$ cat src/sv/ple_pkg.sv
// Shared types, codes and sizes for the positional list engine.
`timescale 1ns / 1ps
`default_nettype none

package ple_pkg;

   localparam int DEPTH       = 16;
   localparam int DATA_WIDTH  = 32;
   localparam int CNT_W       = $clog2(DEPTH + 1);
   localparam int POS_W       = 5;
   localparam int IDX_W       = ((CNT_W > POS_W) ? CNT_W : POS_W) + 1;
   localparam int VALUE_W     = 32;
   localparam int ELEM_W      = 32;
   localparam int LEN_W       = 5;
   localparam int MODE_W      = 3;
   localparam int STATUS_W    = 2;
   localparam int REQ_TDATA_W = 40;
   localparam int REQ_PAD_W   = REQ_TDATA_W - VALUE_W - POS_W;
   localparam int RSP_TDATA_W = 40;
   localparam int RSP_PAD_W   = RSP_TDATA_W - STATUS_W - ELEM_W - LEN_W;

   typedef logic [DATA_WIDTH-1:0] data_type;
   typedef logic [CNT_W-1:0]      cnt_type;
   typedef logic [IDX_W-1:0]      idx_type;

   typedef enum logic [MODE_W-1:0] {
      MODE_INS_FRONT = 3'd0,
      MODE_INS_BACK  = 3'd1,
      MODE_INS_AT    = 3'd2,
      MODE_DEL_FRONT = 3'd3,
      MODE_DEL_BACK  = 3'd4,
      MODE_DEL_AT    = 3'd5,
      MODE_DUMP      = 3'd6
   } mode_type;

   typedef enum logic [STATUS_W-1:0] {
      ST_OK     = 2'd0,
      ST_BADPOS = 2'd1,
      ST_EMPTY  = 2'd2,
      ST_FULL   = 2'd3
   } status_type;

   // What a cell takes at the next edge.
   typedef enum logic [1:0] {
      CELL_HOLD  = 2'd0,
      CELL_LEFT  = 2'd1,
      CELL_RIGHT = 2'd2,
      CELL_LOAD  = 2'd3
   } cell_cmd_type;

endpackage

`default_nettype wire

$ cat src/sv/positional_list_engine.sv
// Top level of the positional list engine: decode, cell row, dump sequencer, output register.
//
//   channel | dir | handshake              | payload
//   --------+-----+------------------------+---------------------------------------------
//   req     | in  | req_tvalid/req_tready  | tuser mode; tdata value, position
//   rsp     | out | rsp_tvalid/rsp_tready  | tuser has_element; tdata status, element,
//           |     | rsp_tlast              |   length; tlast marks the final response
//
// In an edit (insert or delete) every cell shifts or holds in parallel and the single
// response is registered at the same edge, so edits can follow back to back. A dump
// gives one response per entry per cycle while rsp_tready holds, by rotating the occupied
// cells toward the front through cell 0; after count rotations the list is back in order.
// While a dump runs no request is taken. A stalled response holds the output register and
// stalls the request side. Reset clears the count and the control state; cell contents
// are left as they are and are never read before written.
`timescale 1ns / 1ps
`default_nettype none

module positional_list_engine (
   input  wire                               clock,
   input  wire                               reset,
   // req: slave side
   input  wire                               req_tvalid,
   output logic                              req_tready,
   input  wire [ple_pkg::REQ_TDATA_W-1:0]    req_tdata,  // [31:0] value, [36:32] position
   input  wire [ple_pkg::MODE_W-1:0]         req_tuser,  // [2:0] mode
   // rsp: master side
   output logic                              rsp_tvalid,
   input  wire                               rsp_tready,
   output logic [ple_pkg::RSP_TDATA_W-1:0]   rsp_tdata,  // [1:0] status, [33:2] element,
                                                         // [38:34] length
   output logic                              rsp_tuser,  // [0] has_element
   output logic                              rsp_tlast
);

   typedef enum logic [1:0] {
      S_IDLE = 2'b01,
      S_DUMP = 2'b10
   } state_type;

   state_type state_ff, state_in;
   ple_pkg::cnt_type count_ff, count_in;
   ple_pkg::cnt_type left_ff, left_in;

   logic                              rsp_valid_ff, rsp_valid_in;
   ple_pkg::status_type               status_ff, status_in;
   logic [ple_pkg::ELEM_W-1:0]        elem_ff, elem_in;
   logic                              has_ff, has_in;
   logic [ple_pkg::LEN_W-1:0]         len_ff, len_in;
   logic                              last_ff, last_in;

   // request fields
   ple_pkg::mode_type                 mode;
   ple_pkg::data_type                 value_d;
   logic [ple_pkg::POS_W-1:0]         pos;
   ple_pkg::idx_type                  pos_x;
   ple_pkg::idx_type                  cnt_x;

   // decode results
   logic                              do_ins, do_del;
   ple_pkg::idx_type                  idx;
   ple_pkg::status_type               edit_status;

   logic                              slot_free, accept;
   logic                              ins_go, del_go;
   logic                              dump_start, emit, emit_last;
   logic                              full;

   ple_pkg::data_type                 cell_data [ple_pkg::DEPTH];
   ple_pkg::cell_cmd_type             cell_cmd  [ple_pkg::DEPTH];
   ple_pkg::data_type                 load_data;

   assign mode    = ple_pkg::mode_type'(req_tuser);
   assign value_d = ple_pkg::DATA_WIDTH'(req_tdata[ple_pkg::VALUE_W-1:0]);
   assign pos     = req_tdata[ple_pkg::VALUE_W +: ple_pkg::POS_W];
   assign pos_x   = ple_pkg::IDX_W'(pos);
   assign cnt_x   = ple_pkg::IDX_W'(count_ff);
   assign full    = (count_ff == ple_pkg::CNT_W'(ple_pkg::DEPTH));

   // handshake: take a request only when idle and the output slot frees this cycle
   assign slot_free  = !rsp_valid_ff || rsp_tready;
   assign req_tready = (state_ff == S_IDLE) && slot_free;
   assign accept     = req_tvalid && req_tready;

   // decode the edit: which cell index it touches and what status it reports
   always_comb begin
      do_ins      = 1'b0;
      do_del      = 1'b0;
      idx         = '0;
      edit_status = ple_pkg::ST_OK;
      case (mode)
         ple_pkg::MODE_INS_FRONT: begin
            if (full) begin
               edit_status = ple_pkg::ST_FULL;
            end else begin
               do_ins = 1'b1;
            end
         end
         ple_pkg::MODE_INS_BACK: begin
            if (full) begin
               edit_status = ple_pkg::ST_FULL;
            end else begin
               do_ins = 1'b1;
               idx    = cnt_x;
            end
         end
         ple_pkg::MODE_INS_AT: begin
            // position check comes before the full check
            if (pos_x == '0 || pos_x > cnt_x + ple_pkg::IDX_W'(1)) begin
               edit_status = ple_pkg::ST_BADPOS;
            end else if (full) begin
               edit_status = ple_pkg::ST_FULL;
            end else begin
               do_ins = 1'b1;
               idx    = pos_x - ple_pkg::IDX_W'(1);
            end
         end
         ple_pkg::MODE_DEL_FRONT: begin
            if (count_ff == '0) begin
               edit_status = ple_pkg::ST_EMPTY;
            end else begin
               do_del = 1'b1;
            end
         end
         ple_pkg::MODE_DEL_BACK: begin
            if (count_ff == '0) begin
               edit_status = ple_pkg::ST_EMPTY;
            end else begin
               do_del = 1'b1;
               idx    = cnt_x - ple_pkg::IDX_W'(1);
            end
         end
         ple_pkg::MODE_DEL_AT: begin
            // an empty list makes every position bad
            if (pos_x == '0 || pos_x > cnt_x) begin
               edit_status = ple_pkg::ST_BADPOS;
            end else begin
               do_del = 1'b1;
               idx    = pos_x - ple_pkg::IDX_W'(1);
            end
         end
         default: begin
            // dump and the unused code change nothing here
         end
      endcase
   end

   assign ins_go     = accept && do_ins;
   assign del_go     = accept && do_del;
   assign dump_start = accept && (mode == ple_pkg::MODE_DUMP) && (count_ff != '0);
   assign emit       = dump_start || ((state_ff == S_DUMP) && slot_free);
   assign emit_last  = (state_ff == S_DUMP) ? (left_ff == ple_pkg::CNT_W'(1))
                                            : (count_ff == ple_pkg::CNT_W'(1));

   // a rotating dump wraps cell 0 into the last occupied cell
   assign load_data = emit ? cell_data[0] : value_d;

   // cell row
   for (genvar i = 0; i < ple_pkg::DEPTH; i++) begin : g_cell
      ple_pkg::data_type left_d;
      ple_pkg::data_type right_d;

      if (i == 0) begin : g_first
         assign left_d = cell_data[i];
      end else begin : g_mid_l
         assign left_d = cell_data[i-1];
      end

      if (i == ple_pkg::DEPTH - 1) begin : g_final
         assign right_d = cell_data[i];
      end else begin : g_mid_r
         assign right_d = cell_data[i+1];
      end

      always_comb begin
         cell_cmd[i] = ple_pkg::CELL_HOLD;
         if (ins_go) begin
            // open a gap at idx: later cells move one place back
            if (ple_pkg::IDX_W'(i) > idx) begin
               cell_cmd[i] = ple_pkg::CELL_LEFT;
            end else if (ple_pkg::IDX_W'(i) == idx) begin
               cell_cmd[i] = ple_pkg::CELL_LOAD;
            end
         end else if (del_go) begin
            // close the gap at idx: later cells move one place forward
            if (ple_pkg::IDX_W'(i) >= idx && i < ple_pkg::DEPTH - 1) begin
               cell_cmd[i] = ple_pkg::CELL_RIGHT;
            end
         end else if (emit) begin
            if (ple_pkg::IDX_W'(i) == cnt_x - ple_pkg::IDX_W'(1)) begin
               cell_cmd[i] = ple_pkg::CELL_LOAD;
            end else if (ple_pkg::IDX_W'(i) < cnt_x - ple_pkg::IDX_W'(1)) begin
               cell_cmd[i] = ple_pkg::CELL_RIGHT;
            end
         end
      end

      ple_cell u_cell (
         .clock      (clock),
         .cmd        (cell_cmd[i]),
         .left_data  (left_d),
         .right_data (right_d),
         .load_data  (load_data),
         .data_out   (cell_data[i])
      );
   end

   // count, dump sequencer and output register
   always_comb begin
      count_in     = count_ff;
      state_in     = state_ff;
      left_in      = left_ff;
      rsp_valid_in = rsp_valid_ff;
      status_in    = status_ff;
      elem_in      = elem_ff;
      has_in       = has_ff;
      len_in       = len_ff;
      last_in      = last_ff;

      if (ins_go) begin
         count_in = count_ff + ple_pkg::CNT_W'(1);
      end else if (del_go) begin
         count_in = count_ff - ple_pkg::CNT_W'(1);
      end

      if (emit) begin
         // send cell 0 and advance the rotation
         rsp_valid_in = 1'b1;
         status_in    = ple_pkg::ST_OK;
         elem_in      = ple_pkg::ELEM_W'(cell_data[0]);
         has_in       = 1'b1;
         len_in       = ple_pkg::LEN_W'(count_ff);
         last_in      = emit_last;
         if (dump_start) begin
            left_in  = count_ff - ple_pkg::CNT_W'(1);
            state_in = emit_last ? S_IDLE : S_DUMP;
         end else begin
            left_in  = left_ff - ple_pkg::CNT_W'(1);
            state_in = emit_last ? S_IDLE : S_DUMP;
         end
      end else if (accept) begin
         // one response for every edit, an empty dump or the unused code
         rsp_valid_in = 1'b1;
         status_in    = edit_status;
         elem_in      = '0;
         has_in       = 1'b0;
         len_in       = ple_pkg::LEN_W'(count_in);
         last_in      = 1'b1;
      end else if (rsp_tready) begin
         rsp_valid_in = 1'b0;
      end
   end

   always_ff @(posedge clock) begin
      if (reset) begin
         state_ff     <= S_IDLE;
         count_ff     <= '0;
         left_ff      <= '0;
         rsp_valid_ff <= 1'b0;
      end else begin
         state_ff     <= state_in;
         count_ff     <= count_in;
         left_ff      <= left_in;
         rsp_valid_ff <= rsp_valid_in;
      end
   end

   always_ff @(posedge clock) begin
      status_ff <= status_in;
      elem_ff   <= elem_in;
      has_ff    <= has_in;
      len_ff    <= len_in;
      last_ff   <= last_in;
   end

   assign rsp_tvalid = rsp_valid_ff;
   assign rsp_tdata  = {{ple_pkg::RSP_PAD_W{1'b0}}, len_ff, elem_ff, status_ff};
   assign rsp_tuser  = has_ff;
   assign rsp_tlast  = last_ff;

endmodule

`default_nettype wire

$ cat src/sv/ple_cell.sv
// One storage cell of the list row: hold, take a neighbor, or load.
`timescale 1ns / 1ps
`default_nettype none

module ple_cell (
   input  wire                  clock,
   input  ple_pkg::cell_cmd_type cmd,
   input  ple_pkg::data_type     left_data,
   input  ple_pkg::data_type     right_data,
   input  ple_pkg::data_type     load_data,
   output ple_pkg::data_type     data_out
);

   ple_pkg::data_type data_ff;
   ple_pkg::data_type data_in;

   always_comb begin
      case (cmd)
         ple_pkg::CELL_HOLD:  data_in = data_ff;
         ple_pkg::CELL_LEFT:  data_in = left_data;
         ple_pkg::CELL_RIGHT: data_in = right_data;
         ple_pkg::CELL_LOAD:  data_in = load_data;
         default:             data_in = data_ff;
      endcase
   end

   always_ff @(posedge clock) begin
      data_ff <= data_in;
   end

   assign data_out = data_ff;

endmodule

`default_nettype wire

$ cat config.mk
export PLATFORM = sky130hd
export DESIGN_NAME = positional_list_engine
export DESIGN_NICKNAME = d
export VERILOG_FILES = /design/src/sv/ple_pkg.sv /design/src/sv/positional_list_engine.sv /design/src/sv/ple_cell.sv
export SDC_FILE = /design/constraint.sdc
export NUM_CORES = 1
export LEC_CHECK = 0
export BUFFER_PORTS_ARGS = -buffer_cell sky130_fd_sc_hd__buf_4
export CAP_MARGIN = 20
export CORE_MARGIN = 2
export CORE_UTILIZATION = 30
export CTS_BUF_LIST = sky130_fd_sc_hd__clkbuf_16
export CTS_CLUSTER_DIAMETER = 50
export DETAILED_ROUTE_END_ITERATION = 6
export PLACE_DENSITY_LB_ADDON = 0.12
export SKIP_CTS_REPAIR_TIMING = 1
export SLEW_MARGIN = 20
export SYNTH_ARGS = -nofsm -noshare
export SYNTH_HDL_FRONTEND = slang
export SYNTH_SLANG_ARGS = --single-unit
$ cat constraint.sdc
create_clock -name clock -period 5.71 [get_ports clock]
set_clock_uncertainty 0.2 [all_clocks]
set_input_delay 1.142 -clock clock [delete_from_list [all_inputs] [get_ports clock]]
set_output_delay 1.142 -clock clock [all_outputs]
set_load 0.05 [all_outputs]
After elaboration in Yosys (flattened, before gate mapping)
Index checks and enable logic that the tools add are counted.
- bits in registers: 566
- input port bits: 47
- output and inout bits: 44
- word-level logic and storage cells: 384
- add/subtract/negate cells: 6
- magnitude comparators: 49
- equal/unequal tests: 89
- muxes and demuxes: 175
- reductions and logical operators: 40
- operators by type and width (operator ; count):
    32-bit case mux with 3 select lines ; 14
    2-bit two-way mux ; 131
    32-bit case mux with 2 select lines ; 2
    4-bit by 6-bit equality test with 1-bit output (first input constant) ; 16
    32-bit two-way mux ; 3
    2-bit equality test (second input constant) ; 33
    3-bit by 6-bit equality test with 1-bit output (first input constant) ; 8
    4-bit by 6-bit greater-than comparator with 1-bit output (first input constant) ; 8
    4-bit by 6-bit less-than comparator with 1-bit output (first input constant) ; 8
    4-bit by 6-bit >= comparator with 1-bit output (first input constant) ; 7
    2-bit by 1-bit equality test with 1-bit output (second input constant) ; 17
    2-bit zero test ; 16
    5-bit two-way mux ; 6
    2-bit by 6-bit equality test with 1-bit output (first input constant) ; 4
    3-bit by 6-bit >= comparator with 1-bit output (first input constant) ; 4
    3-bit by 6-bit greater-than comparator with 1-bit output (first input constant) ; 4
    3-bit by 6-bit less-than comparator with 1-bit output (first input constant) ; 4
    6-bit two-way mux ; 4
    6-bit case mux with 4 select lines ; 1
    6-bit zero test ; 3
    1-bit by 6-bit equality test with 1-bit output (first input constant) ; 2
    1-bit by 6-bit >= comparator with 1-bit output (first input constant) ; 2
    2-bit by 6-bit >= comparator with 1-bit output (first input constant) ; 2
    1-bit by 6-bit greater-than comparator with 1-bit output (first input constant) ; 2
    other kinds (26) ; 58

Depth between registers and ports, before layout
Gate-level depths: netlist of the first run.
- word-level depth: 12
- depth in mapped cells: 18

Modules after synthesis
A second synthesis of the first run with hierarchy kept.
- cell total of the unflattened synthesis: 2744
- area total of the unflattened synthesis: 31193.7 µm²
- modules (own cells, without submodules) (module ; instances ; cells an instance ; area each (µm²) ; seq. area each (µm²)):
    ple_cell ; 16 ; 140 ; 1672.9 ; 960.9
    positional_list_engine ; 1 ; 504 ; 4428.0 ; 1461.4

Worst setup path after synthesis of the first run
No wires, ideal clock.
- path kind: reg2reg
- start point: reg count_ff[0]
- end point: reg g_cell[3].u_cell.data_ff[0] (enable)
- arrival: 5250 ps
- setup slack: -205 ps
- cell stages (with the launch flop): 15
- period minus slack after synthesis: 5915 ps
- path through: dfxtp_1 > buf_2 > inv_1 > ha_1 > clkbuf_1 > inv_1 > ha_1 > nor2b_1 > o21bai_1 > a31o_2 > buf_2 > a21o_1 > buf_1 > nor2_1 > o21ai_0
- word-level cells in the longest chain between the ends: 10
- RTL lines (item ; line ; RTL):
    from (decl) ; positional_list_engine.sv:42 ; ple_pkg::cnt_type count_ff, count_in;
    from (signal assigned) ; positional_list_engine.sv:262 ; count_ff <= count_in;
    5-bit by 1-bit adder with 6-bit output ; positional_list_engine.sv:109 ; if (pos_x == '0 || pos_x > cnt_x + ple_pkg::IDX_W'(1)) begin
    5-bit by 6-bit greater-than comparator with 1-bit output ; positional_list_engine.sv:109 ;
    1-bit logical OR ; positional_list_engine.sv:109 ;
    6-bit two-way mux ; positional_list_engine.sv:109 ;
    6-bit case mux with 4 select lines ; positional_list_engine.sv:91 ; case (mode)
    2-bit by 6-bit >= comparator with 1-bit output / 2-bit by 6-bit equality test with 1-bit output (equally long branches) ; positional_list_engine.sv:186, positional_list_engine.sv:181 ;
    2-bit two-way mux, on equally long branches ; positional_list_engine.sv:186, positional_list_engine.sv:181 ;
    2-bit two-way mux, on equally long branches ; positional_list_engine.sv:184, positional_list_engine.sv:179 ;
    2-bit two-way mux (*) ; positional_list_engine.sv:177 ; if (ins_go) begin
    2-bit zero test (*) ; ple_cell.sv:18 ; case (cmd)
    to (signal assigned) ; ple_cell.sv:28 ; data_ff <= data_in;
    to (decl) ; ple_cell.sv:14 ; ple_pkg::data_type data_ff;
Every way passes the cells marked *; elsewhere a longest branch is shown, timed or not.
A chain may end at the register's enable or synchronous reset.

Final worst setup path of the first run
- start point: reg count_ff[2]
- end point: reg g_cell[12].u_cell.data_ff[6], data pin
- word-level cells in the longest chain between the ends: 11
- RTL lines (item ; line ; RTL):
    5-bit by 1-bit adder with 6-bit output ; positional_list_engine.sv:109 ;
    5-bit by 6-bit greater-than comparator with 1-bit output ; positional_list_engine.sv:109 ;
    1-bit logical OR ; positional_list_engine.sv:109 ;
    6-bit two-way mux ; positional_list_engine.sv:109 ;
    6-bit case mux with 4 select lines ; positional_list_engine.sv:91 ;
    4-bit by 6-bit >= comparator with 1-bit output / 4-bit by 6-bit equality test with 1-bit output (equally long branches) ; positional_list_engine.sv:186, positional_list_engine.sv:181 ;
    2-bit two-way mux, on equally long branches ; positional_list_engine.sv:186, positional_list_engine.sv:181 ;
    2-bit two-way mux, on equally long branches ; positional_list_engine.sv:184, positional_list_engine.sv:179 ;
    2-bit two-way mux ; positional_list_engine.sv:177 ;
    2-bit equality test / 2-bit by 1-bit equality test with 1-bit output (equally long branches) ; ple_cell.sv:18 ;
    32-bit case mux with 3 select lines (*) ; ple_cell.sv:18 ;
    net g_cell[12].u_cell.data_in[6] ; ple_cell.sv:15 ; ple_pkg::data_type data_in;
    to (signal assigned) ; ple_cell.sv:28 ;
    to (decl) ; ple_cell.sv:14 ;
The timed path passes the listed nets; every way through them passes the cells marked *.

==> results.json, run 1 <==
{
  "drive_gt1_frac": 0.3508,
  "worstSkewPairLatency_ns": 0.62,
  "fp.coreArea_um2": 103200,
  "grt.total_usage": 0.1857,
  "yosys-top-cells-area": "edfxtp_1 (53%), mux2_2 (19%), a21oi_1 (2.4%), mux2i_1 (2.1%), o221ai_1 (1.8%)",
  "seq_area_um2": 16840,
  "vias_per_cell": 5.432,
  "dieHeight_um": 326.0,
  "crit_type": "register to register",
  "n_fill_cell": 10110,
  "drv_cap": 0,
  "cts-htree-levels": 3,
  "netlist_instances": 2453,
  "cts_buffers": 79,
  "clkPwrFrac": 0.360,
  "yosysTopAreaCell": "edfxtp_1",
  "nets": 2575,
  "ys_warn_count": 0,
  "final_common_cell": "edfxtp_1",
  "grt_pass1_vias": 22020,
  "dr.pass1.iters": 7,
  "clk_pin_slew_ns": 0.06,
  "dieArea_um2": 106300,
  "layout_common_cells": "edfxtp_1 (550), mux2_2 (527), buf_4 (166)",
  "drc": 0,
  "dp_hpwl_um": 67700,
  "syn_avg_cell_area_um2": 12.68,
  "stdcell_count": 3953,
  "critPathArrivalTime_ns": 5.25,
  "tns_ns": 0,
  "multi_input_area_um2": 13370,
  "worstSetupStartpointType": "register",
  "cellPowerDensity_nw_per_um2": 368.6,
  "num_vias": 21470,
  "ys_seq_elements": 566,
  "overflow": 0,
  "design_area_um2": 36420,
  "end_kind": "register",
  "finalCritPeriodShare": 0.8901,
  "critical_path_required_ns": 5.88,
  "clock_path_buffers": 3,
  "p_total_uw": 13430,
  "dp_slack_ns": 0.6525,
  "wl_um": 101000,
  "max_freq_mhz": 196.8,
  "hold_class": "register to register",
  "initial_utilization": 0.3015,
  "die_w_um": 326.0,
  "synthArstFlopShare": 0,
  "ff2ff_path_depth": 12,
  "synth_nets": 2518,
  "status": "finished clean",
  "p_seq_frac": 0.427,
  "hp-start": "rsp_tuser",
  "p_sw_uw": 3953,
  "antenna_found_initial": 0,
  "maxSlewHeadroom": 0.2945,
  "finalSetupViolCount": 0,
  "grt_setup_unrepaired": "false",
  "ios": 91,
  "r2r_end": "g_cell[12].u_cell.data_out[6]",
  "row_count": 118,
  "cts-root-buf": "clkbuf_16",
  "hold_viol_final": 0,
  "rrSetupSlack_ns": 0.63,
  "tritoncts": "yes",
  "ant_nets": 0,
  "grt_pass1_wl_um": 150800,
  "syn_to_final_growth_pct": 17.08,
  "synth_ff_type": "edfxtp_1",
  "holdPathStages": 2,
  "fin_ws_ns": 0.6277,
  "grt_max_degree": 63,
  "power.leakage_uw": 0.01289,
  "sw_frac_of_total": 0.2944,
  "r2r_start": "count_ff[2]",
  "drt-initial-drc-count": 1817,
  "clock_sinks": 566,
  "fin_crit_ns": 5.082,
  "synth-edff-count": 550,
  "ys_seq_area_frac": 0.5412,
  "port_buffers": 86,
  "holdPathEnd": "rsp_tuser",
  "routabilityCongestion": 0.8633,
  "wl_per_cell_um": 25.55,
  "pwr-share-comb": 0.214,
  "yosys.area.top_type_share": 0.5309,
  "tightestPinTransition_ns": 1.045,
  "drv_slew": 0,
  "place_inst": 3809,
  "synth_area_um2": 31110,
  "worstPathMaxFanout": 18,
  "ys_types": 90,
  "ir_worst_vdd_mv": 0.2089,
  "p_int_uw": 9474,
  "post_dp_cell_area_um2": 33890
}
-- synthesized netlist by cell type (all sizes together) (59+ instances only) --
| master | instances |
|---|---|
| clkbuf | 114 |
| a21oi | 152 |
| nor2 | 97 |
| mux2i | 66 |
| buf | 102 |
| nor3 | 81 |
| o21ai | 60 |
| nand3 | 59 |
| nand2 | 105 |
| o221ai | 65 |
| edfxtp | 550 |
| o31ai | 68 |
| mux2 | 544 |
-- area by class of cell --
type                    count  share of cell area
diodes                      2           0.0001374
clock buffers              80             0.05496
clock inverters            62             0.01453
inverters                  46            0.004740
multi-input cells        1625              0.3671
flip-flops and latches    566              0.4622
well taps                1380             0.04740
repair buffers            192             0.04891
-- cells by family (layout without fill, tap and decap cells) --
kind of cell | count (synthesis) | in the layout | synth area share
flops | 566 | 566 | 0.5412
other cells | 1 | 3 | 0.0001205
xor+xnor | 16 | 16 | 0.004504
fa+ha+maj | 18 | 18 | 0.007239
compound gates | 499 | 499 | 0.1143
buf+inv | 262 | 380 | 0.03740
simple gates | 481 | 481 | 0.07718
mux | 610 | 610 | 0.2181
-- critical path, cell delays in order, from the launching register on --
cell,delay (ns)
dfxtp_1,0.75
nand3_1,0.36
xnor2_1,0.23
ha_1,0.30
nand3_1,0.09
o21bai_1,0.18
a31oi_1,0.42
o311ai_0,0.45
nor2_2,0.52
o21ai_0,0.24
o22ai_4,0.48
buf_12,0.25
mux2_2,0.35
-- how the worst max path moves through the flow --
| stage | to | cells after the start | slack, ns | from |
|---|---|---|---|---|
| 2_1_floorplan | g_cell[1].u_cell.data_out[0] | 16 | 0.48 | count_ff[0] |
| 3_3_place_gp | g_cell[3].u_cell.data_out[18] | 10 | 0.63 | req_tdata[32] |
| 3_5_place_dp | g_cell[13].u_cell.data_out[5] | 13 | 0.65 | req_tdata[32] |
| 4_1_cts | g_cell[12].u_cell.data_out[2] | 14 | 0.65 | count_ff[0] |
| 5_1_grt | g_cell[12].u_cell.data_out[2] | 14 | 0.25 | count_ff[0] |
| 6_report | g_cell[12].u_cell.data_out[6] | 12 | 0.63 | count_ff[2] |
-- registers in the layout, summed over array words and instances (netlist names) --
| signal | count |
|---|---|
| len_ff | 5 |
| rsp_tuser | 1 |
| left_ff | 5 |
| rsp_tlast | 1 |
| state_ff | 2 |
| rsp_tvalid | 1 |
| status_ff | 2 |
| elem_ff | 32 |
| g_cell.u_cell.data_out | 512 |
| count_ff | 5 |
-- layer usage --
layer | vias to the layer above | track usage | wire length [µm]
met5 | - | 0 | 0
met4 | 0 | 0.04859 | 1849
met3 | 140 | 0.02399 | 5136
met2 | 671 | 0.2649 | 41760
met1 | 10980 | 0.2913 | 52250
li1 | 9679 | - | -
-- power by group through the flow --
stage	combinational [µW]	sequential [µW]	clock [µW]
5_1_grt	3090	5790	5100
3_5_place_dp	2870	5810	0
6_report	2870	5730	4830
2_1_floorplan	1860	5740	0
3_3_place_gp	2810	5790	0
4_1_cts	2870	5730	4950
-- stage by stage --
step                utilization  hold WS (ns)
global route             0.3529        0.2846
detailed placement       0.3284        0.2500
global placement         0.3278        0.2422
CTS                      0.3529        0.2601
finish                   0.3530        0.2572
floorplan                     -        0.2541
Note: power is estimated with default switching activity, not from simulation.
==> run 2, diff against run 1 <==
--- a/config.mk
+++ b/config.mk
@@ -7,6 +7,8 @@
 export LEC_CHECK = 0
 export BUFFER_PORTS_ARGS = -buffer_cell sky130_fd_sc_hd__buf_4
 export CAP_MARGIN = 20
+export CELL_PAD_IN_SITES_DETAIL_PLACEMENT = 0
+export CELL_PAD_IN_SITES_GLOBAL_PLACEMENT = 1
 export CORE_MARGIN = 2
 export CORE_UTILIZATION = 30
 export CTS_BUF_LIST = sky130_fd_sc_hd__clkbuf_16
==> results.json, run 2 (synthesis gave the netlist of run 1 again) <==
{
  "port_buffers": 86,
  "cts_buffers": 88,
  "r2r_start": "count_ff[1]",
  "row_count": 118,
  "drv_slew": 0,
  "n_fill_cell": 10000,
  "drv_cap": 0,
  "hold_class": "register to register",
  "dieHeight_um": 326.0,
  "cellPowerDensity_nw_per_um2": 383.7,
  "tightestPinTransition_ns": 1.079,
  "ir_worst_vdd_mv": 0.1917,
  "power.leakage_uw": 0.01317,
  "die_w_um": 326.0,
  "num_vias": 21380,
  "worstPathMaxFanout": 17,
  "status": "finished clean",
  "drive_gt1_frac": 0.3582,
  "routabilityCongestion": 0.8605,
  "layout_common_cells": "edfxtp_1 (550), mux2_2 (527), buf_4 (169)",
  "cts-root-buf": "clkbuf_16",
  "overflow": 0,
  "multi_input_area_um2": 13380,
  "nets": 2591,
  "insertedDiodeCount": 0,
  "grt_pass1_vias": 21960,
  "tns_ns": 0,
  "cts-htree-levels": 3,
  "hp-start": "rsp_tuser",
  "dieArea_um2": 106300,
  "clock_sinks": 566,
  "antenna_found_initial": 0,
  "fp.coreArea_um2": 103200,
  "drt-initial-drc-count": 1805,
  "fin_crit_ns": 5.222,
  "grt_pass1_wl_um": 155800,
  "initial_utilization": 0.3015,
  "dp_hpwl_um": 68980,
  "ios": 91,
  "end_kind": "register",
  "dr.pass1.iters": 5,
  "clk_pin_slew_ns": 0.06,
  "cp-startpoint": "count_ff[1]",
  "grt.total_usage": 0.1940,
  "crit_type": "register to register",
  "tritoncts": "yes",
  "final_util": 0.3589,
  "syn_to_final_growth_pct": 19.05,
  "seq_area_um2": 16840,
  "ant_nets": 0,
  "grt_setup_unrepaired": "false",
  "final_common_cell": "edfxtp_1",
  "drc": 0,
  "critPathArrivalTime_ns": 5.40,
  "max_freq_mhz": 191.5,
  "vias_per_cell": 5.373,
  "finalCritPeriodShare": 0.9146,
  "hold_viol_final": 0,
  "wl_um": 104700,
  "finalSetupViolCount": 0,
  "maxSlewHeadroom": 0.2809,
  "clock_path_buffers": 3,
  "critical_path_required_ns": 5.88,
  "wl_per_cell_um": 26.31,
  "largest_reg_flops": 512,
  "worstSkewPairLatency_ns": 0.64,
  "worstSetupStartpointType": "register",
  "grt_max_degree": 66
}
==> run 2: through the flow <==
stage / hold WS (ns) / area [µm²] / std cells / total power [µW] / setup WS (ns)
3_3_place_gp: 0.2359 / 33980 / 3816 / 8659 / 0.3172
4_1_cts: 0.2576 / 37030 / 3979 / 14360 / 0.5831
2_1_floorplan: 0.2541 / 31110 / 2453 / 7604 / 0.4779
3_5_place_dp: 0.2472 / 33980 / 3816 / 8724 / 0.3054
5_1_grt: 0.2707 / 37040 / 3979 / 14810 / 0.3372
6_report: 0.2538 / 37040 / 3979 / 14210 / 0.4876
==> run 2: layout make-up <==
type                    instances  share of cell area
flip-flops and latches        566              0.4545
well taps                    1380             0.04662
inverters                      46            0.004662
clock buffers                  94             0.06351
multi-input cells            1625              0.3611
repair buffers                199             0.05047
clock inverters                69             0.01905
==> run 2: final timing paths <==
kind                                       end  slack [ns]  cells after the start
hold / removal                       rsp_tuser        0.25                      2
hold reg to reg                      rsp_tuser        0.25                      2
setup reg to reg  g_cell[9].u_cell.data_out[1]        0.49                     13
setup / recovery  g_cell[9].u_cell.data_out[1]        0.49                     13
==> run 2: metal layers <==
metal  up-vias  global-route usage  routed length, µm
li1       9721                   -                  -
met1     10850              0.2987              53260
met2       671              0.2836              44080
met3       133             0.02752               5498
met4         0             0.04608               1850
met5         -                   0                  0
==> run 2: worst max-delay path, cell delays in order, from the launching register on <==
cell     delay [ns]
dfxtp_1        0.62
ha_1           0.39
nand3_1        0.13
xnor2_1        0.43
ha_1           0.35
nand3_1        0.11
o22ai_1        0.10
a31oi_1        0.46
o41a_1         0.29
and2_0         0.52
a41oi_1        0.26
a31oi_4        0.52
buf_12         0.23
mux2_2         0.34
==> run 2: where the power goes <==
group	internal [µW]	total, µW	switching (µW)	leakage (µW)
combinational	1220	2910	1700	0.00642
clock	3430	5560	2140	0.00148
sequential	5420	5740	313	0.00526
total	10100	14200	4150	0.0132
